===== src/rtl/core/dwsp_pkg.sv =====
// Shared types, widths and register codes of the dual wheel speed PI drive.
package dwsp_pkg;

   // Fixed point: speeds and accumulators carry FRAC_BITS fractional bits.
   localparam int FRAC_BITS = 8;
   localparam int DEADBAND  = 5;
   localparam int FRAC_UP   = (FRAC_BITS > 8) ? (FRAC_BITS - 8) : 0;
   localparam int FRAC_DN   = (FRAC_BITS < 8) ? (8 - FRAC_BITS) : 0;

   localparam int COUNT_W = 32;
   localparam int FILT_W  = 32;
   localparam int SPEED_W = 24;
   localparam int TGT_W   = 16;
   localparam int ERR_W   = 25;
   localparam int ACC_W   = 16 + FRAC_BITS;
   localparam int CTL_W   = 16;
   localparam int DUTY_W  = 16;
   localparam int MUL_A_W = 33;
   localparam int MUL_B_W = 18;
   localparam int MUL_P_W = MUL_A_W + MUL_B_W;

   // Configuration port.
   localparam int CSR_ADDR_W = 5;
   localparam int CSR_DATA_W = 32;
   localparam logic [2:0] REG_FILTER_ALPHA = 3'd0;
   localparam logic [2:0] REG_SPEED_SCALE  = 3'd1;
   localparam logic [2:0] REG_KI_LEFT      = 3'd2;
   localparam logic [2:0] REG_KP_LEFT      = 3'd3;
   localparam logic [2:0] REG_KI_RIGHT     = 3'd4;
   localparam logic [2:0] REG_KP_RIGHT     = 3'd5;
   localparam logic [2:0] REG_MAX_PWM      = 3'd6;

   // Sequencer steps shared by both lanes.
   typedef enum logic [3:0] {
      ST_IDLE,
      ST_DELTA,
      ST_RAW,
      ST_AMUL,
      ST_BMUL,
      ST_FILT,
      ST_SPEED,
      ST_ERR,
      ST_IMUL,
      ST_PMUL,
      ST_INC,
      ST_ACC,
      ST_CTL,
      ST_OUT
   } step_type;

   typedef struct packed {
      logic [8:0]  alpha;
      logic [15:0] scale;
      logic [15:0] ki;
      logic [15:0] kp;
      logic [14:0] max_pwm;
   } lane_cfg_type;

   typedef struct packed {
      logic                      command;
      logic signed [COUNT_W-1:0] left_enc;
      logic signed [COUNT_W-1:0] right_enc;
      logic signed [TGT_W-1:0]   target;
      logic signed [15:0]        base_or_offset;
   } req_type;

   typedef struct packed {
      logic                      left_forward;
      logic [DUTY_W-1:0]         left_duty;
      logic                      right_forward;
      logic [DUTY_W-1:0]         right_duty;
      logic signed [SPEED_W-1:0] left_speed_now;
      logic signed [SPEED_W-1:0] right_speed_now;
   } rsp_type;

endpackage


===== src/rtl/core/dwsp_lane.sv =====
// One wheel lane: count delta, speed scaling, filter and incremental PI controller.
module dwsp_lane import dwsp_pkg::*; (
   input  logic                      clock,
   input  logic                      reset,
   input  step_type                  step,
   input  logic [COUNT_W-1:0]        count,
   input  logic signed [TGT_W-1:0]   target,
   input  lane_cfg_type              cfg,
   output logic signed [SPEED_W-1:0] speed_now,
   output logic signed [CTL_W-1:0]   control
);

   localparam int RAWQ_W = MUL_P_W + FRAC_UP;
   localparam int PSUM_W = MUL_P_W + 1;
   localparam int INC_W  = PSUM_W + FRAC_UP;
   localparam int SUM_W  = INC_W + 1;
   localparam int DIFF_W = ERR_W + 1;

   localparam logic signed [RAWQ_W-1:0] RAW_MAX    = RAWQ_W'(64'sh7FFF_FFFF);
   localparam logic signed [RAWQ_W-1:0] RAW_MIN    = ~RAW_MAX;
   localparam logic signed [FILT_W:0]   SPD_MAX    = (FILT_W+1)'(64'sh7F_FFFF);
   localparam logic signed [FILT_W:0]   SPD_MIN    = ~SPD_MAX;
   localparam logic signed [FILT_W:0]   FILT_ADJ   = (FILT_W+1)'((1 << FRAC_BITS) - 1);
   localparam logic signed [ACC_W:0]    ACC_ADJ    = (ACC_W+1)'((1 << FRAC_BITS) - 1);
   localparam logic [8:0]               ALPHA_FULL = 9'd256;

   // Wheel state kept from tick to tick.
   logic [COUNT_W-1:0]       prev_ff, prev_in;
   logic signed [FILT_W-1:0] filt_ff, filt_in;
   logic signed [ACC_W-1:0]  acc_ff, acc_in;
   logic signed [ERR_W-1:0]  perr_ff, perr_in;

   // Working registers of the sequence.
   logic signed [MUL_P_W-1:0] prod_ff, prod_in;
   logic signed [MUL_P_W-1:0] sum_ff, sum_in;
   logic signed [FILT_W-1:0]  raw_ff, raw_in;
   logic signed [SPEED_W-1:0] speed_ff, speed_in;
   logic signed [ERR_W-1:0]   err_ff, err_in;
   logic signed [INC_W-1:0]   inc_ff, inc_in;
   logic signed [CTL_W-1:0]   ctl_ff, ctl_in;

   logic signed [MUL_A_W-1:0] mul_a;
   logic signed [MUL_B_W-1:0] mul_b;
   logic signed [COUNT_W-1:0] delta;
   logic signed [DIFF_W-1:0]  err_diff;
   logic [8:0]                alpha_eff;
   logic [8:0]                alpha_inv;

   logic signed [RAWQ_W-1:0]  rawq;
   logic signed [PSUM_W-1:0]  psum;
   logic signed [FILT_W:0]    tsum;
   logic signed [FILT_W:0]    tq;
   logic signed [INC_W-1:0]   incq;
   logic signed [SUM_W-1:0]   asum;
   logic signed [SUM_W-1:0]   lim;
   logic signed [ACC_W:0]     csum;

   // Filter weight above full scale counts as full scale.
   assign alpha_eff = cfg.alpha[8] ? ALPHA_FULL : cfg.alpha;
   assign alpha_inv = ALPHA_FULL - alpha_eff;
   assign delta     = count - prev_ff;
   assign err_diff  = DIFF_W'(err_ff) - DIFF_W'(perr_ff);

   // Multiplier operand selection for each step.
   always_comb begin
      mul_a = '0;
      mul_b = '0;
      case (step)
         ST_DELTA: begin
            mul_a = MUL_A_W'(delta);
            mul_b = MUL_B_W'(cfg.scale);
         end
         ST_AMUL: begin
            mul_a = MUL_A_W'(raw_ff);
            mul_b = MUL_B_W'(alpha_eff);
         end
         ST_BMUL: begin
            mul_a = MUL_A_W'(filt_ff);
            mul_b = MUL_B_W'(alpha_inv);
         end
         ST_IMUL: begin
            mul_a = MUL_A_W'(err_diff);
            mul_b = MUL_B_W'(cfg.ki);
         end
         ST_PMUL: begin
            mul_a = MUL_A_W'(err_ff);
            mul_b = MUL_B_W'(cfg.kp);
         end
         default: begin
            mul_a = '0;
            mul_b = '0;
         end
      endcase
   end

   // Datapath arithmetic shared by the steps.
   always_comb begin
      rawq = (RAWQ_W'(prod_ff) <<< FRAC_UP) >>> FRAC_DN;
      psum = PSUM_W'(sum_ff) + PSUM_W'(prod_ff);
      tsum = (FILT_W+1)'(filt_ff) + ((filt_ff < 0) ? FILT_ADJ : '0);
      tq   = tsum >>> FRAC_BITS;
      incq = (INC_W'(psum) <<< FRAC_UP) >>> FRAC_DN;
      asum = SUM_W'(acc_ff) + SUM_W'(inc_ff);
      lim  = SUM_W'(cfg.max_pwm) << FRAC_BITS;
      csum = (ACC_W+1)'(acc_ff) + ((acc_ff < 0) ? ACC_ADJ : '0);
   end

   // Next values: the product loads each step, other registers only in their own.
   always_comb begin
      prev_in  = prev_ff;
      filt_in  = filt_ff;
      acc_in   = acc_ff;
      perr_in  = perr_ff;
      prod_in  = MUL_P_W'(mul_a) * MUL_P_W'(mul_b);
      sum_in   = sum_ff;
      raw_in   = raw_ff;
      speed_in = speed_ff;
      err_in   = err_ff;
      inc_in   = inc_ff;
      ctl_in   = ctl_ff;
      case (step)
         ST_DELTA: begin
            prev_in = count;
         end
         ST_RAW: begin
            if (rawq > RAW_MAX) begin
               raw_in = RAW_MAX[FILT_W-1:0];
            end else if (rawq < RAW_MIN) begin
               raw_in = RAW_MIN[FILT_W-1:0];
            end else begin
               raw_in = rawq[FILT_W-1:0];
            end
         end
         ST_BMUL: begin
            sum_in = prod_ff;
         end
         ST_FILT: begin
            // A weighted mean of two 32-bit values stays in 32 bits.
            filt_in = psum[FILT_W+7:8];
         end
         ST_SPEED: begin
            if (tq > SPD_MAX) begin
               speed_in = SPD_MAX[SPEED_W-1:0];
            end else if (tq < SPD_MIN) begin
               speed_in = SPD_MIN[SPEED_W-1:0];
            end else begin
               speed_in = tq[SPEED_W-1:0];
            end
         end
         ST_ERR: begin
            err_in = ERR_W'(target) - ERR_W'(speed_ff);
         end
         ST_PMUL: begin
            sum_in  = prod_ff;
            perr_in = err_ff;
         end
         ST_INC: begin
            inc_in = incq;
         end
         ST_ACC: begin
            if (asum > lim) begin
               acc_in = ACC_W'(lim);
            end else if (asum < -lim) begin
               acc_in = ACC_W'(-lim);
            end else begin
               acc_in = ACC_W'(asum);
            end
         end
         ST_CTL: begin
            ctl_in = CTL_W'(csum >>> FRAC_BITS);
         end
         default: begin
            prev_in = prev_ff;
         end
      endcase
   end

   // Wheel state clears at reset.
   always_ff @(posedge clock) begin
      if (reset) begin
         prev_ff <= '0;
         filt_ff <= '0;
         acc_ff  <= '0;
         perr_ff <= '0;
      end else begin
         prev_ff <= prev_in;
         filt_ff <= filt_in;
         acc_ff  <= acc_in;
         perr_ff <= perr_in;
      end
   end

   // Working registers need no reset.
   always_ff @(posedge clock) begin
      prod_ff  <= prod_in;
      sum_ff   <= sum_in;
      raw_ff   <= raw_in;
      speed_ff <= speed_in;
      err_ff   <= err_in;
      inc_ff   <= inc_in;
      ctl_ff   <= ctl_in;
   end

   assign speed_now = speed_ff;
   assign control   = ctl_ff;

endmodule


===== config.mk =====
export PLATFORM = sky130hd
export DESIGN_NAME = dwsp_lane
export DESIGN_NICKNAME = d
export VERILOG_FILES = /design/src/rtl/core/dwsp_pkg.sv /design/src/rtl/core/dwsp_lane.sv
export SDC_FILE = /design/constraint.sdc
export NUM_CORES = 2
export LEC_CHECK = 0
export BUFFER_PORTS_ARGS = -buffer_cell sky130_fd_sc_hd__clkbuf_2
export CORE_UTILIZATION = 30
export DETAILED_ROUTE_END_ITERATION = 12
export PLACE_DENSITY = 0.46
export SLEW_MARGIN = 10
export SYNTH_ARGS = -nofsm -noshare
export SYNTH_HDL_FRONTEND = slang
export SYNTH_SLANG_ARGS = --single-unit

===== constraint.sdc =====
create_clock -name clock -period 12.1 [get_ports clock]
set_input_delay 1.815 -clock clock [delete_from_list [all_inputs] [get_ports clock]]
set_output_delay 1.815 -clock clock [all_outputs]
set_load 0.03 [all_outputs]

Yosys cells after proc, flatten, opt, wreduce, memory -nomap -nowiden:

Cells that the tools add are included.

* bits in registers: 362

* $add $sub $neg: 9
* multiply operators: 1
* order comparisons: 8
* equal/unequal tests: 12
* mux-type cells: 9
* reductions and logical operators: 1

Operators with widths (number)
* $pmux W33 S5: 1
* $pmux W16 S5: 1
* $mux W24: 3
* $add A24 B52 Y53: 1
* $gt A53 B24 Y1: 1
* $lt A53 B53 Y1: 1
* $neg A23 Y53: 1
* $add A50 B50 Y51: 1
* $gt A50 B32 Y1 const B: 1
* $lt A50 B32 Y1 const B: 1
* $mul A33 B17 Y50: 1
* $add A32 B9 Y33: 1
* $lt A32 B1 Y1 const B: 1
* $mux W32: 1
* $sub A32 B32 Y32: 1
* $sub A25 B25 Y26: 1
* $gt A25 B24 Y1 const B: 1
* $lt A25 B24 Y1 const B: 1
* $sub A16 B24 Y25: 1
* $add A24 B9 Y24: 1
* $lt A24 B1 Y1 const B: 1
* $eq A4 B4 Y1 const B: 5
* $eq A4 B3 Y1 const B: 4
* $mux W8: 2
* other kinds (5): 6

Longest topological paths before layout:

* depth in word-level cells: 5
* mapped depth: 44
* depth with buffers taken out: 43

Worst setup path after synthesis:

Ideal clock, no wire load.

* path kind: input to register
* start: input count[0]
* end: register, netlist name prod_ff[49]
* setup time: 0.086 ns
* arrival: 10.597 ns
* required time: 12.014 ns
* slack: 1.417 ns
* cell stages on the path: 42
* buffers on the path: 2
* cell sequence: inv_1 ha_1 inv_1 fa_1 a211oi_1 o21ai_0 nor4b_1 nor2_1 o211a_1 o21ai_0 a31oi_1 nor2b_1 o21ai_0 mux2i_1 a221oi_1 o21ai_0 clkbuf_1 nand2_1 (+6 left out) inv_1 fa_1 inv_1 ha_1 clkbuf_1 a21o_1 a21o_1 a21oi_1 a21bo_2 a221o_1 a21o_1 a21oi_1 o31ai_1 o211ai_1 a21boi_0 o211ai_1 nor2_1 a211oi_1

* cells in the longest elaborated chain, start to end: 3

RTL lines
* start: declaration: line dwsp_lane.sv:6 `input logic [COUNT_W-1:0] count,`
* $sub A32 B32 Y32: line dwsp_lane.sv:61 `assign delta = count - prev_ff;`
* $pmux W33 S5: line dwsp_lane.sv:68 `case (step)`
* $mul A33 B17 Y50: line dwsp_lane.sv:114 `prod_in = MUL_P_W'(mul_a) * MUL_P_W'(mul_b);`
* net prod_in[49]: line dwsp_lane.sv:34 `logic signed [MUL_P_W-1:0] prod_ff, prod_in;`

The timed path passes the listed nets, and every way through them passes these cells.
A chain may end at the register's enable or synchronous reset.

Worst setup path after layout:

* start: input step[3]
* end: register prod_ff[48]

* cells in the longest elaborated chain, start to end: 3
* elaborated cells on any way between the ends: 8
* those cells by class: mul (1); eq/ne (5); mux (2)

RTL lines
* start: declaration: line dwsp_lane.sv:5 `input step_type step,`
* $eq A4 B4 Y1 (tied with other cells): line dwsp_lane.sv:68
* $pmux W33 S5 / $pmux W16 S5 (equally long branches): line dwsp_lane.sv:68
* $mul A33 B17 Y50 *: line dwsp_lane.sv:114
* net prod_in[48]: line dwsp_lane.sv:34
* end signal: assignment: line dwsp_lane.sv:195 `prod_ff <= prod_in;`
* end: declaration: line dwsp_lane.sv:34

Mark *: on every way through the listed nets, which the timed path passes. The rest lies on a longest branch.

==> run metrics <==
fmax 90.6 MHz; Layout area overhead 11.5%; Seq/Total Area, Yosys 21.5%; Row Count 138; Post-Route WL 141000 microns; r2r startpoint err_ff[0]$_DFFE_PN_; vias in the first global route 35200; Initial Util 30.3%; worst reg-to-reg setup slack 1070 ps; via density per instance 4.96; Tightest Pin Transition 1220 ps; Setup TNS Final 0 ps; TritonCTS clock tree built; Post-CTS Setup Inserts 0; Worst Hold Class flop to flop; Setup Skew 28.4 ps; Final Power 4.57 mW; clock latency on the worst-skew pair 610 ps; CP Class primary input to flop; dpl ws 549 ps; worst setup margin 1070 ps; fin crit period 11030 ps; Worst Hold Path Cells 2; via count 34700; critical path data required time 12560 ps; Max Root-Sink Buffers 3; Filler cells 15000; initial antenna violation count 2; Max FO, Critical Path 10; DRC Markers 0; Crit path top cell by count fa_1; Max-cap violations 0; hold_sp prev_ff[17]$_SDFFE_PP0P_; FF-to-FF End prod_ff[48]$_DFF_P_; non-filler cells in the finished layout 6986; Pre-Repair DR Iteration Count 7; Routed Antenna Nets 0; DRT iter0 DRCs 2476; distinct cell type count after synthesis 84; Post-CTS Hold Fix Bufs 0; WL per Instance 20.2 microns; Startpoint Class primary input; CTS Buf Count 43; outcome finished, final reports clean; Post-synth EDFFs 198; endpoint type of the worst setup path flop; area of the mapped netlist 42800 sq um; Synth async-reset ratio 0%; gate count after technology mapping 4911; die width 380 microns; PwrDens 95.7 nW/um^2; Worst EP arrival 11500 ps; Crit-path slowest cell or3_1; Core Area 142000 sq um; number of synthesis warnings 0; final hold vios 0; Die H 380 microns; Clock Sinks 361; Cells after DPL 6901; dpl hpwl 117000 microns; worst min-delay path endpoint prev_ff[17]$_SDFFE_PP0P_; Yosys reg bits 361; clock slew at reported path FFs 60 ps; clock root cell clkbuf_16; RSZ-0062 raised after global routing false; port buffer count 165; Final nets 6056; peak supply drop 95.5 uV; I/O pin count 166; headroom to the max-slew limit 18.6%; Total GRT Usage 19.5%; syn avg cell area 8.72 sq um; CP max stage delay 700 ps; Worst R2R Path Depth 40; post_cts resized 0; leakage power total 21.3 nW; H-tree levels 2; final design utilization 33.7%; Slew Limit Fails 0; Top FF cell, synth edfxtp_1; Die Area 144000 sq um; RePlAce Congestion 0.907; largest net degree at the start of global routing 70; Final Cycle Share 91.2%; final setup fails 0; ratio of cells with drive above 1 in the final layout 7.99%; first-pass GRT wire length 217000 microns; syn_nets 5911; Congestion Overflow GR 0
[synth_stat cells, types with 34 or more instances]
cell	n	area (sq um)
and3_1	39	244
xnor2_1	171	1500
edfxtp_1	198	5950
nor2_1	303	1140
nand2_1	733	2750
o21a_1	52	390
dfxtp_1	163	3260
nor2b_1	56	350
nand4_1	45	282
ha_1	376	4700
clkbuf_1	167	627
nand2b_1	55	344
o21ai_0	141	706
nor3_1	71	355
a21oi_1	307	1540
xor2_1	64	561
and2_1	63	394
mux2i_1	34	340
fa_1	498	9970
a21o_1	117	878
inv_1	751	2820
nand3_1	78	390
[through the flow]
stage          area, sq um  hold WS [ps]
3_3_place_gp         46300           442
3_5_place_dp         46300           447
5_1_grt              47800           468
2_1_floorplan        42800           436
6_report             47800           454
4_1_cts              47800           456
[flip-flops by register name (all words and copies together), names as in the netlist]
register	cells
control	16
acc_ff	24
speed_now	24
err_ff	25
sum_ff	50
perr_ff	25
raw_ff	32
inc_ff	51
prev_ff	32
prod_ff	50
filt_ff	32
[worst max-delay path by stage]
stage / endpoint / from / cells past startpoint
3_3_place_gp: prod_ff[48]$_DFF_P_ / count[0] / 37
2_1_floorplan: prod_ff[49]$_DFF_P_ / count[0] / 42
4_1_cts: prod_ff[49]$_DFF_P_ / count[0] / 42
6_report: prod_ff[48]$_DFF_P_ / step[3] / 31
3_5_place_dp: prod_ff[49]$_DFF_P_ / count[0] / 42
5_1_grt: prod_ff[49]$_DFF_P_ / count[0] / 42
[kinds of logic after synthesis]
logic type / after synthesis / share of synthesized area [%]
XOR/XNOR: 235 / 4.81
buffers and inverters: 930 / 8.18
flip-flops: 361 / 21.5
AO/OA/AOI/OAI: 911 / 13.7
multiplexers: 39 / 0.926
AND/OR/NAND/NOR: 1561 / 16.6
adder cells (fa/ha/maj): 874 / 34.3
[layer usage]
| metal | global-route usage, % | wire length, microns |
|---|---|---|
| met1 | 27.9 | 67100 |
| met2 | 31.8 | 64700 |
| met3 | 1.82 | 7000 |
| met4 | 3.75 | 2450 |
| met5 | 0 | 13 |
[cell type report]
class	instances	area (sq um)	share of cell area, %
Sequential cell	361	9210	19.3
Tap cell	1890	2360	4.95
Clock buffer	53	1200	2.50
Multi-Input combinational cell	3620	30200	63.3
Antenna cell	5	12.5	0.0262
Clock inverter	27	215	0.451
Inverter	751	2820	5.90
Timing Repair Buffer	279	1720	3.60
[where the power goes]
group	leakage (nW)	switching (mW)	internal, mW
Sequential	3.07	0.126	1.45
Combinational	17.5	1.06	0.634
Clock	0.698	0.583	0.718
[cells in the final DEF (no fill, tap or decap), types with 12 or more instances in the layout]
cell type | netlist | routed
a211oi_1 | 23 | 22
a21boi_0 | 12 | 12
a21o_1 | 117 | 117
a21oi_1 | 307 | 307
a222oi_1 | 29 | 29
a22oi_1 | 22 | 22
a31oi_1 | 29 | 29
and2_1 | 63 | 63
and3_1 | 39 | 39
buf_4 | 1 | 112
clkbuf_16 | 0 | 45
clkbuf_2 | 0 | 164
dfxtp_1 | 163 | 163
edfxtp_1 | 198 | 198
fa_1 | 498 | 498
ha_1 | 376 | 376
inv_1 | 751 | 751
mux2i_1 | 34 | 33
nand2_1 | 733 | 731
nand2b_1 | 55 | 55
nand3_1 | 78 | 78
nand3b_1 | 19 | 19
nand4_1 | 45 | 45
nor2_1 | 303 | 297
nor2b_1 | 56 | 56
nor3_1 | 71 | 66
nor4_1 | 12 | 12
o211ai_1 | 23 | 23
o21a_1 | 52 | 52
o21ai_0 | 141 | 137
o21ai_1 | 14 | 15
o21bai_1 | 28 | 28
o31ai_1 | 14 | 14
or3_1 | 25 | 25
or4_1 | 14 | 14
xnor2_1 | 171 | 171
xor2_1 | 64 | 64
[critical path, delay by kind of cell]
family / cells / cell delay (ps)
AOI/OAI and AO/OA: 8 / 2410
adders and majority gates: 7 / 3450
buffers and inverters: 6 / 460
muxes: 1 / 230
and+or+nand+nor: 9 / 3090
(Power assumes the default switching activity.)
