[src/rtl/core/dwsp_pkg.sv]
// Shared types, widths and register codes of the dual wheel speed PI drive.
package dwsp_pkg;

   // Fixed point: speeds and accumulators carry FRAC_BITS fractional bits.
   localparam int FRAC_BITS = 8;
   localparam int DEADBAND  = 5;
   localparam int FRAC_UP   = (FRAC_BITS > 8) ? (FRAC_BITS - 8) : 0;
   localparam int FRAC_DN   = (FRAC_BITS < 8) ? (8 - FRAC_BITS) : 0;

   localparam int COUNT_W = 32;
   localparam int FILT_W  = 32;
   localparam int SPEED_W = 24;
   localparam int TGT_W   = 16;
   localparam int ERR_W   = 25;
   localparam int ACC_W   = 16 + FRAC_BITS;
   localparam int CTL_W   = 16;
   localparam int DUTY_W  = 16;
   localparam int MUL_A_W = 33;
   localparam int MUL_B_W = 18;
   localparam int MUL_P_W = MUL_A_W + MUL_B_W;

   // Configuration port.
   localparam int CSR_ADDR_W = 5;
   localparam int CSR_DATA_W = 32;
   localparam logic [2:0] REG_FILTER_ALPHA = 3'd0;
   localparam logic [2:0] REG_SPEED_SCALE  = 3'd1;
   localparam logic [2:0] REG_KI_LEFT      = 3'd2;
   localparam logic [2:0] REG_KP_LEFT      = 3'd3;
   localparam logic [2:0] REG_KI_RIGHT     = 3'd4;
   localparam logic [2:0] REG_KP_RIGHT     = 3'd5;
   localparam logic [2:0] REG_MAX_PWM      = 3'd6;

   // Sequencer steps shared by both lanes.
   typedef enum logic [3:0] {
      ST_IDLE,
      ST_DELTA,
      ST_RAW,
      ST_AMUL,
      ST_BMUL,
      ST_FILT,
      ST_SPEED,
      ST_ERR,
      ST_IMUL,
      ST_PMUL,
      ST_INC,
      ST_ACC,
      ST_CTL,
      ST_OUT
   } step_type;

   typedef struct packed {
      logic [8:0]  alpha;
      logic [15:0] scale;
      logic [15:0] ki;
      logic [15:0] kp;
      logic [14:0] max_pwm;
   } lane_cfg_type;

   typedef struct packed {
      logic                      command;
      logic signed [COUNT_W-1:0] left_enc;
      logic signed [COUNT_W-1:0] right_enc;
      logic signed [TGT_W-1:0]   target;
      logic signed [15:0]        base_or_offset;
   } req_type;

   typedef struct packed {
      logic                      left_forward;
      logic [DUTY_W-1:0]         left_duty;
      logic                      right_forward;
      logic [DUTY_W-1:0]         right_duty;
      logic signed [SPEED_W-1:0] left_speed_now;
      logic signed [SPEED_W-1:0] right_speed_now;
   } rsp_type;

endpackage

[src/rtl/core/dwsp_merge.sv]
// Merging stage: turns both lane controls into directions and duties.
module dwsp_merge import dwsp_pkg::*; (
   input  logic                      command,
   input  logic signed [15:0]        base_or_offset,
   input  logic signed [SPEED_W-1:0] left_spd,
   input  logic signed [SPEED_W-1:0] right_spd,
   input  logic signed [CTL_W-1:0]   left_ctl,
   input  logic signed [CTL_W-1:0]   right_ctl,
   output rsp_type                   rsp
);

   // Magnitude saturated to the duty range.
   function automatic logic [DUTY_W-1:0] mag16(input logic signed [17:0] v);
      logic [17:0] a;
      a = (v < 0) ? 18'(-v) : 18'(v);
      return (a > 18'd65535) ? 16'hFFFF : a[DUTY_W-1:0];
   endfunction

   logic signed [17:0] left_drive;
   logic signed [17:0] right_drive;
   logic signed [17:0] turn_drive;
   logic signed [17:0] right_abs;

   always_comb begin
      left_drive  = 18'(base_or_offset) - 18'(left_ctl);
      right_drive = 18'(base_or_offset) + 18'(right_ctl);
      right_abs   = (right_ctl < 0) ? -18'(right_ctl) : 18'(right_ctl);
      turn_drive  = 18'(base_or_offset) + right_abs;
   end

   // Pivot turn holds the left wheel; speed mode drives both around the base.
   always_comb begin
      rsp.left_speed_now  = left_spd;
      rsp.right_speed_now = right_spd;
      if (command) begin
         rsp.left_forward  = (left_ctl > 0);
         rsp.left_duty     = '0;
         rsp.right_forward = (right_ctl > 0);
         rsp.right_duty    = (turn_drive < 0) ? '0 : mag16(turn_drive);
      end else begin
         rsp.left_forward  = (left_drive >= 0);
         rsp.left_duty     = mag16(left_drive);
         rsp.right_forward = (right_drive >= 0);
         rsp.right_duty    = mag16(right_drive);
      end
   end

endmodule

[config.mk]
export PLATFORM = sky130hd
export DESIGN_NAME = dwsp_merge
export DESIGN_NICKNAME = d
export VERILOG_FILES = /design/src/rtl/core/dwsp_pkg.sv /design/src/rtl/core/dwsp_merge.sv
export SDC_FILE = /design/constraint.sdc
export NUM_CORES = 1
export LEC_CHECK = 0
export BUFFER_PORTS_ARGS = -buffer_cell sky130_fd_sc_hd__buf_2
export CORE_UTILIZATION = 48
export DETAILED_ROUTE_END_ITERATION = 16
export GPL_TIMING_DRIVEN = 0
export PLACE_DENSITY_LB_ADDON = 0.08
export SYNTH_ARGS = -nofsm -noshare
export SYNTH_HDL_FRONTEND = slang
export SYNTH_SLANG_ARGS = --single-unit
[constraint.sdc]
create_clock -name vclk -period 4
set_input_delay 0.2 -clock vclk [all_inputs]
set_output_delay 0.2 -clock vclk [all_outputs]
set_load 0.05 [all_outputs]
* Word-level counts from Yosys, hierarchy flattened
Cells that the tools add are included.
W data, S select, Z words.
** Operators by class
- Add/subtract/negate cells :: 7
- Magnitude comparators :: 11
- Mux-type cells :: 9
** Operator list (number)
- $mux W18 :: 4
- $mux W16 :: 4
- $gt A18 B16 Y1 const B :: 3
- $neg A17 Y18 :: 2
- $ge A17 B1 Y1 const B :: 2
- $lt A17 B1 Y1 const B :: 2
- $mux W34 :: 1
- $gt A16 B1 Y1 const B :: 2
- $add A16 B18 Y18 :: 1
- $lt A18 B1 Y1 const B :: 1
- $neg A16 Y18 :: 1
- $neg A18 Y18 :: 1
- $add A16 B16 Y17 :: 1
- $sub A16 B16 Y17 :: 1
- $lt A16 B1 Y1 const B :: 1
** Storage, ports and cells
- Bits in registers :: 0
- Bits of input ports :: 97
- Output and inout bits :: 82
- Logic and storage cells :: 27

* Logic depth before layout (Yosys ltp)
Gate-level depths: netlist of the first run.
- Word-level depth :: 9
- Mapped depth :: 18
- Mapped depth without buffers :: 18

* Worst setup path before layout of the first run
OpenSTA, ideal clock, no wires.
- Kind :: input to output
- Start :: input right_ctl[1]
- End :: output rsp[52] in the netlist's numbering
- Arrival time :: 4.195 ns
- Data required time :: 3.800 ns
- Slack :: -0.395 ns
- Cell stages on the path :: 16
- Cells stage by stage :: inv_1 > ha_1 > nand2_1 > or3_1 > or2_2 > o41ai_1 > xnor2_1 > ha_1 > a21o_1 > a31oi_1 > nand2_1 > o21ai_0 > or3_1 > nand2_1 > clkbuf_1 > a221oi_1
** RTL lines
- start, declared :: line dwsp_merge.sv:8 : input logic signed [CTL_W-1:0] right_ctl,
- end, declared :: line dwsp_merge.sv:9 : output rsp_type rsp

==> flow_metrics.py, run 1 <==
metrics = {
    "status": {
        "run_status": "finished, final reports clean",
    },
    "synth": {
        "yosysMostFrequentCell": "a21oi_1",
        "synth_compound_area_frac": 0.329,
        "synth-adder-area-share": 0.161,
        "ys_seq_area_frac": 0,
        "proportion_of_synthesized_area_in_mux_cells": 0.00693,
        "synth_common_cells": "a21oi_1 (54), nor2_1 (53), ha_1 (51), buf_4 (48), xnor2_1 (46)",
        "synth_warnings": 0,
        "yosys.area.top_type_share": 0.147,
        "yosysUniqueCellTypes": 65,
        "post_synth.cell_area_avg_um2": 6.84,
        "area_fraction_in_and_or_nand_and_nor_cells_after_synthesis": 0.221,
        "post_synth_inst_count": 634,
        "synth_top_family_by_area": "compound AO/OA/AOI/OAI gates",
        "post_synth_instance_area_um2": 4330,
        "syn_nets": 785,
        "yosys-top-cells-area": "ha_1 (15%), xnor2_1 (9.3%), buf_4 (8.3%)",
        "synth.largest_area_cell": "ha_1",
        "synth_xor_xnor_area_share": 0.143,
    },
    "min_path": {
        "min-delay-path-class": "input pin to primary output",
        "start_point_of_the_worst_hold_path": "right_spd[18]",
    },
    "worst_setup_path": {
        "delay_of_the_slowest_cell_on_the_worst_path_ns": 0.42,
        "startpoint_type": "input pin",
        "critical_path_arrival_ns": 3.71,
        "critical_setup_path_kind": "input pin to primary output",
        "launching_instance_or_port_of_the_critical_path": "right_ctl[0]",
        "critPathRequiredTime_ns": 3.80,
        "worst_path_buffer_plus_inverter_count": 6,
        "critical_path.endpoint_type": "primary output",
        "timing.critical_path.slowest_stage_cell": "ha_2",
        "crit_fanout": 6,
        "path_common_cell": "buf_4",
        "crit_chain": "buf_6 > inv_4 > ha_4 > nand2_2 > or3_4 > or2_4 > o31ai_4 > xnor2_1 > ha_2 > buf_6 > nand4_1 > buf_4 > o211a_1 > a311o_1 > buf_4 > a2111oi_4 > o32ai_1 > buf_4",
        "setup.worst_path.end": "rsp[60]",
        "path_depth": 18,
        "cpLargestDelayFamily": "compound AO/OA/AOI/OAI gates",
    },
    "floorplan": {
        "die_y_um": 97.0,
        "io_pins": 179,
        "die_x_um": 97.0,
        "rows": 34,
        "dieArea_um2": 9410,
        "start_util": 0.497,
        "design.core.area_um2": 8720,
    },
    "power": {
        "post-layout-total-power_mw": 1.61,
        "leakage_nw": 2.62,
        "ir_worst_vdd_mv": 0.197,
        "power_density_relative_to_cell_area_nw_per_um2": 285,
    },
    "placed_design": {
        "routabilityCongestion": 0.911,
        "place.port_buffers": 131,
        "hpwl_mm": 11.1,
    },
    "timing": {
        "max-slew-margin-rel": 0.454,
        "timing.final.hold_violations": 0,
        "clock.fmax_ghz": 0.256,
        "fin_crit_ns": 3.91,
        "final_min_period_over_clock_period": 0.978,
        "grt_setup_unrepaired": "true",
        "setup_viol": 0,
        "tightestPinTransition_ns": 0.811,
        "slew_violations": 0,
        "fin_worst_hold_slack_ns": 0.701,
    },
    "cells_and_area": {
        "areaGrowthSynthToFinish_pct": 30.5,
        "fin_util": 0.649,
        "nFillCells": 780,
        "nets": 927,
        "flops_and_latches": 0,
        "antenna_cells_inserted": 0,
        "ff_latch_area_um2": 0,
        "final_layout_size_suffix_gt1_frac": 0.332,
        "clock_buffer_count": 0,
    },
    "clocking": {
        "cts-hold-fix-buffers": 0,
    },
    "grt": {
        "number_of_antenna_violations_at_the_first_check_in_global_routing": 0,
        "wire_length_of_the_first_global_routing_pass_mm": 21.4,
        "maximum_number_of_pins_on_one_net_before_global_route_repair": 11,
        "via_count_of_the_first_global_routing_pass": 4631,
        "grt_overflow": 0,
        "grtUsageTotal": 0.265,
    },
    "detailed_routing": {
        "drcViolationCount": 0,
        "vias": 5117,
        "first_iter_violations": 242,
        "first_pass_iters": 4,
        "antenna_violating_nets_post_route": 0,
        "avgViaCountPerCell": 5.80,
        "detail_route.wl_per_cell_um": 15.3,
        "drt_wl_total_mm": 13.5,
    },
    "run": {
        "max_cap_violations": 0,
    },
}
==> layout make-up <==
class / instances / area, um^2 / share of cell area
multi-input cells: 525 / 4090 / 0.722
repair buffers: 141 / 815 / 0.144
plain buffers: 69 / 462 / 0.0816
inverters: 39 / 161 / 0.0285
well taps: 108 / 135 / 0.0239
==> routing by layer <==
layer | global-route usage | vias up | wire length (um)
li1 | - | 2588 | -
met1 | 0.339 | 2327 | 6010
met2 | 0.498 | 190 | 6700
met3 | 0.00578 | 12 | 652
met4 | 0.0425 | 0 | 159
met5 | 0 | - | 0
==> metrics by stage <==
step	setup WS, ns	cell area (um^2)	instances	setup TNS [ns]
final	0.0870	5660	882	0
after global routing	-0.0615	5660	882	-0.251
after CTS	-0.00801	5330	874	-0.0164
after detailed placement	-0.563	5120	873	-7.96
after global placement	-0.552	5120	873	-7.13
after floorplan	-0.395	4330	634	-4.48
==> cells in the final DEF (no fill, tap or decap), types with 13 or more instances in the layout <==
master,n
buf_4,65
a21o_1,13
nand4_1,15
ha_1,49
nand3_1,14
nand2_1,34
nor2_1,49
xor2_1,24
a21oi_1,53
o21ai_0,37
buf_2,115
inv_1,34
clkbuf_1,15
xnor2_1,46
==> how the worst min path moves through the flow <==
stage | slack (ns) | depth (start not counted) | endpoint
after floorplan | 0.57 | 1 | rsp[0]
after CTS | 0.70 | 2 | rsp[27]
final | 0.70 | 2 | rsp[18]
after global routing | 0.70 | 2 | rsp[26]
after global placement | 0.70 | 2 | rsp[23]
after detailed placement | 0.70 | 2 | rsp[27]
==> report_power, final <==
| group | internal, mW | total [mW] | leakage [nW] | switching, mW |
|---|---|---|---|---|
| Combinational | 0.567 | 1.61 | 2.62 | 1.05 |
| Sequential | 0 | 0 | 0 | 0 |
| Clock | 0 | 0 | 0 | 0 |
==> cells by family after synthesis <==
group / Yosys count
and+or+nand+nor: 184
other: 1
muxes: 3
AOI/OAI and AO/OA: 212
adders and majority gates: 54
buffers and inverters: 109
xor gates and xnor gates: 71
==> timing repair <==
item | in CTS | in global routing
gates resized for setup | 50 | 69
pin swaps | 5 | 13
setup endpoints to repair | 26 | 27
endpoints found under the hold margin | 0 | 0
buffers inserted | 1 | 9
Note: power is estimated with default switching activity, not from simulation.
==> inputs of run 2 (changes only) <==
--- a/config.mk
+++ b/config.mk
@@ -7,5 +7,5 @@
 export LEC_CHECK = 0
 export BUFFER_PORTS_ARGS = -buffer_cell sky130_fd_sc_hd__buf_2
-export CORE_UTILIZATION = 48
+export CORE_UTILIZATION = 45
 export DETAILED_ROUTE_END_ITERATION = 16
 export GPL_TIMING_DRIVEN = 0
==> constraint.sdc (replaced) <==
create_clock -name vclk -period 4
set_input_delay 0.6 -clock vclk [all_inputs]
set_output_delay 0.6 -clock vclk [all_outputs]
set_load 0.05 [all_outputs]
==> flow_metrics.py, run 2 (synthesized netlist as in run 1, its figures left out) <==
metrics = {
    "status": {
        "run_status": "complete, but fails checks",
        "failed_checks": "setup timing",
    },
    "floorplan": {
        "die_x_um": 100,
        "die_y_um": 100,
        "dieArea_um2": 10000,
        "io_pins": 179,
        "start_util": 0.467,
        "rows": 35,
        "design.core.area_um2": 9280,
    },
    "grt": {
        "wire_length_of_the_first_global_routing_pass_mm": 23.1,
        "grt_overflow": 0,
        "grtUsageTotal": 0.282,
        "number_of_antenna_violations_at_the_first_check_in_global_routing": 0,
        "maximum_number_of_pins_on_one_net_before_global_route_repair": 11,
        "via_count_of_the_first_global_routing_pass": 4832,
    },
    "timing": {
        "final_min_period_over_clock_period": 1.14,
        "clock.fmax_ghz": 0.219,
        "tightestPinTransition_ns": 1.24,
        "grt_setup_unrepaired": "true",
        "fin_crit_ns": 4.58,
        "max-slew-margin-rel": 0.172,
        "fin_worst_hold_slack_ns": 1.50,
        "timing.setup.tns_ns": -9.40,
        "layout_setup_ws_ns": -0.576,
        "slew_violations": 0,
        "timing.final.hold_violations": 0,
        "setup_viol": 27,
    },
    "detailed_routing": {
        "drcViolationCount": 0,
        "first_pass_iters": 5,
        "detail_route.wl_per_cell_um": 16.7,
        "avgViaCountPerCell": 5.84,
        "antenna_violating_nets_post_route": 0,
        "vias": 5419,
        "first_iter_violations": 233,
        "drt_wl_total_mm": 15.5,
    },
    "placed_design": {
        "place.port_buffers": 131,
        "routabilityCongestion": 0.870,
        "hpwl_mm": 11.6,
        "placement.setup.worst_slack_ns": -1.56,
        "dpl_cell_area_um2": 5640,
        "dp.cells": 894,
    },
    "worst_setup_path": {
        "crit_chain": "buf_8 > inv_4 > ha_4 > nand2_2 > or3_4 > or2_4 > nor2_2 > nand2_1 > nand2_1 > xnor2_1 > ha_1 > o21a_1 > o21ai_1 > a31oi_1 > inv_1 > a311o_1 > buf_4 > o211a_1 > or3_4 > buf_6",
        "worst_path_buffer_plus_inverter_count": 5,
        "delay_of_the_slowest_cell_on_the_worst_path_ns": 0.37,
        "critPathRequiredTime_ns": 3.40,
        "critical_path_arrival_ns": 3.98,
        "critical_path.endpoint_type": "primary output",
        "cpLargestDelayFamily": "simple AND/OR/NAND/NOR gates",
        "critical_setup_path_kind": "input pin to primary output",
        "startpoint_type": "input pin",
        "timing.critical_path.slowest_stage_cell": "or3_4",
        "crit_fanout": 4,
    },
    "cells_and_area": {
        "layout.cells.most_common_list": "buf_2 (95), buf_4 (80), nor2_1 (46)",
        "ff_latch_area_um2": 0,
        "nets": 952,
        "areaGrowthSynthToFinish_pct": 55.5,
        "flops_and_latches": 0,
        "antenna_cells_inserted": 0,
        "finish.cell_count_without_fillers": 928,
        "clock_buffer_count": 0,
        "final_layout_size_suffix_gt1_frac": 0.444,
        "mostFrequentLayoutCell": "buf_2",
        "postLayoutCellArea_um2": 6740,
        "nFillCells": 772,
        "fin_util": 0.726,
    },
    "power": {
        "ir_worst_vdd_mv": 0.235,
        "power_density_relative_to_cell_area_nw_per_um2": 293,
        "post-layout-total-power_mw": 1.98,
        "leakage_nw": 2.95,
    },
    "clocking": {
        "cts-hold-fix-buffers": 0,
    },
    "min_path": {
        "min-delay-path-class": "input pin to primary output",
    },
    "run": {
        "max_cap_violations": 0,
    },
}
run 2: cell count changes in the layout (fill, tap and decap cells not counted), moves of 11 or more:
cell / delta
buf_6: +26
buf_2: -20
a21oi_1: -19
buf_4: +15
o21ai_0: -13
a21oi_4: +11
run 2: where the power goes:
part | internal (mW) | leakage (nW) | switching, mW | total (mW)
clock | 0 | 0 | 0 | 0
combinational | 0.774 | 2.95 | 1.20 | 1.98
sequential | 0 | 0 | 0 | 0
run 2: layout make-up:
cell class | count | area, um^2 | area share
Multi-Input combinational cell | 525 | 4690 | 0.696
Buffer | 68 | 500 | 0.0743
Timing Repair Buffer | 167 | 1220 | 0.181
Inverter | 39 | 168 | 0.0249
Tap cell | 129 | 161 | 0.0240
run 2: worst paths after layout:
path | endpoint | cells after the start | start | slack [ns]
max | rsp[63] | 20 | right_ctl[0] | -0.58
min | rsp[38] | 2 | left_spd[14] | 1.50
run 2: timing repair:
action | 4_1_cts | 5_1_grt
pin swaps | 52 | 27
buffers inserted | 26 | 8
setup endpoints to repair | 32 | 32
gates cloned | 2 | 0
gates resized for setup | 142 | 61
run 2: layer usage:
layer | global-route usage | routed length [um] | part of all wire | vias to the layer above
li1 | - | - | - | 2631
met1 | 0.384 | 6680 | 0.43 | 2519
met2 | 0.492 | 7440 | 0.48 | 230
met3 | 0.0160 | 945 | 0.061 | 39
met4 | 0.0580 | 427 | 0.028 | 0
met5 | 0 | 0 | 0 | -
==> inputs of run 3 (changes only) <==
SKIP_LAST_GASP = 1   (was not set)
==> flow_metrics.py, run 3 (synthesized netlist as in run 1, its figures left out) <==
metrics = {
    "placed_design": {
        "dp.cells": 894,
        "dpl_cell_area_um2": 5640,
        "hpwl_mm": 11.6,
        "routabilityCongestion": 0.870,
        "place.port_buffers": 131,
    },
    "cells_and_area": {
        "postLayoutCellArea_um2": 6670,
        "final_layout_size_suffix_gt1_frac": 0.434,
        "antenna_cells_inserted": 0,
        "nets": 951,
        "flops_and_latches": 0,
        "mostFrequentLayoutCell": "buf_2",
        "areaGrowthSynthToFinish_pct": 53.9,
        "layout.cells.most_common_list": "buf_2 (95), buf_4 (78), nor2_1 (46)",
        "clock_buffer_count": 0,
        "finish.cell_count_without_fillers": 927,
        "ff_latch_area_um2": 0,
    },
    "timing": {
        "fin_worst_hold_slack_ns": 1.50,
        "slew_violations": 0,
        "max-slew-margin-rel": 0.175,
        "layout_setup_ws_ns": -0.578,
        "grt_setup_unrepaired": "true",
        "tightestPinTransition_ns": 1.24,
        "final_min_period_over_clock_period": 1.14,
        "timing.setup.tns_ns": -8.47,
        "timing.final.hold_violations": 0,
        "setup_viol": 27,
        "clock.fmax_ghz": 0.218,
        "fin_crit_ns": 4.58,
    },
    "power": {
        "leakage_nw": 2.93,
        "power_density_relative_to_cell_area_nw_per_um2": 293,
        "post-layout-total-power_mw": 1.95,
        "ir_worst_vdd_mv": 0.231,
    },
    "detailed_routing": {
        "avgViaCountPerCell": 5.83,
        "first_iter_violations": 192,
        "first_pass_iters": 4,
        "drt_wl_total_mm": 15.2,
        "antenna_violating_nets_post_route": 0,
        "vias": 5401,
        "drcViolationCount": 0,
        "detail_route.wl_per_cell_um": 16.4,
    },
    "floorplan": {
        "die_x_um": 100,
        "design.core.area_um2": 9280,
        "dieArea_um2": 10000,
        "die_y_um": 100,
        "io_pins": 179,
        "rows": 35,
        "start_util": 0.467,
    },
    "grt": {
        "grtUsageTotal": 0.280,
        "number_of_antenna_violations_at_the_first_check_in_global_routing": 0,
        "via_count_of_the_first_global_routing_pass": 4820,
        "maximum_number_of_pins_on_one_net_before_global_route_repair": 11,
        "grt_overflow": 0,
        "wire_length_of_the_first_global_routing_pass_mm": 22.9,
    },
    "run": {
        "max_cap_violations": 0,
    },
    "min_path": {
        "start_point_of_the_worst_hold_path": "left_spd[14]",
        "min-delay-path-class": "input pin to primary output",
    },
    "worst_setup_path": {
        "startpoint_type": "input pin",
        "critPathRequiredTime_ns": 3.40,
        "launching_instance_or_port_of_the_critical_path": "right_ctl[0]",
        "critical_setup_path_kind": "input pin to primary output",
        "critical_path_arrival_ns": 3.98,
        "crit_fanout": 4,
        "critical_path.endpoint_type": "primary output",
    },
    "status": {
        "run_status": "complete, but fails checks",
        "failed_checks": "setup timing",
    },
    "clocking": {
        "cts-hold-fix-buffers": 0,
    },
}
-- run 3: cell count changes in the layout (fill, tap and decap cells not counted), sizes merged --
cell,previous run,this run
buf,216,215
-- run 3: worst max-delay path, stage by stage --
cell,delay [ns]
buf_8,0.10
inv_4,0.05
ha_4,0.13
nand2_2,0.05
or3_4,0.33
or2_4,0.29
nor2_2,0.09
nand2_1,0.07
nand2_1,0.09
xnor2_1,0.07
ha_1,0.36
o21a_1,0.17
o21ai_1,0.07
a31oi_1,0.18
inv_1,0.07
a311o_1,0.36
buf_4,0.15
o211a_1,0.21
or3_4,0.37
buf_6,0.16
-- run 3: final cells by class --
cell class	count	area, um^2
Buffer	69	502
Multi-Input combinational cell	525	4640
Fill cell	783	2620
Inverter	39	168
Tap cell	129	161
Timing Repair Buffer	165	1190
-- run 3: stage by stage --
stage / util / setup WS (ns)
3_5_place_dp: 0.608 / -1.56
3_3_place_gp: 0.608 / -1.59
5_1_grt: 0.718 / -0.705
6_report: 0.718 / -0.578
4_1_cts: 0.693 / -0.513
2_1_floorplan: - / -0.580
-- run 3: final timing paths --
check,to,slack [ns],cells after the start
worst min-delay path,rsp[38],1.50,2
worst max-delay path,rsp[63],-0.58,20
-- run 3: per-layer routing --
metal,wire [um],vias up,global-route usage,share of wire
li1,-,2633,-,-
met1,6680,2523,0.382,0.44
met2,7180,212,0.486,0.47
met3,894,33,0.0132,0.059
met4,412,0,0.0602,0.027
met5,0,-,0,0
-- run 3: power by group --
| part | total [mW] | switching, mW | internal [mW] |
|---|---|---|---|
| clock network | 0 | 0 | 0 |
| logic | 1.95 | 1.19 | 0.764 |
| registers | 0 | 0 | 0 |
| total | 1.95 | 1.19 | 0.764 |
-- run 3: timing repair --
action	4_1_cts	5_1_grt
pin swaps	51	30
setup endpoints to repair	32	32
setup buffers	26	6
resized for setup	139	53
gates cloned	2	0
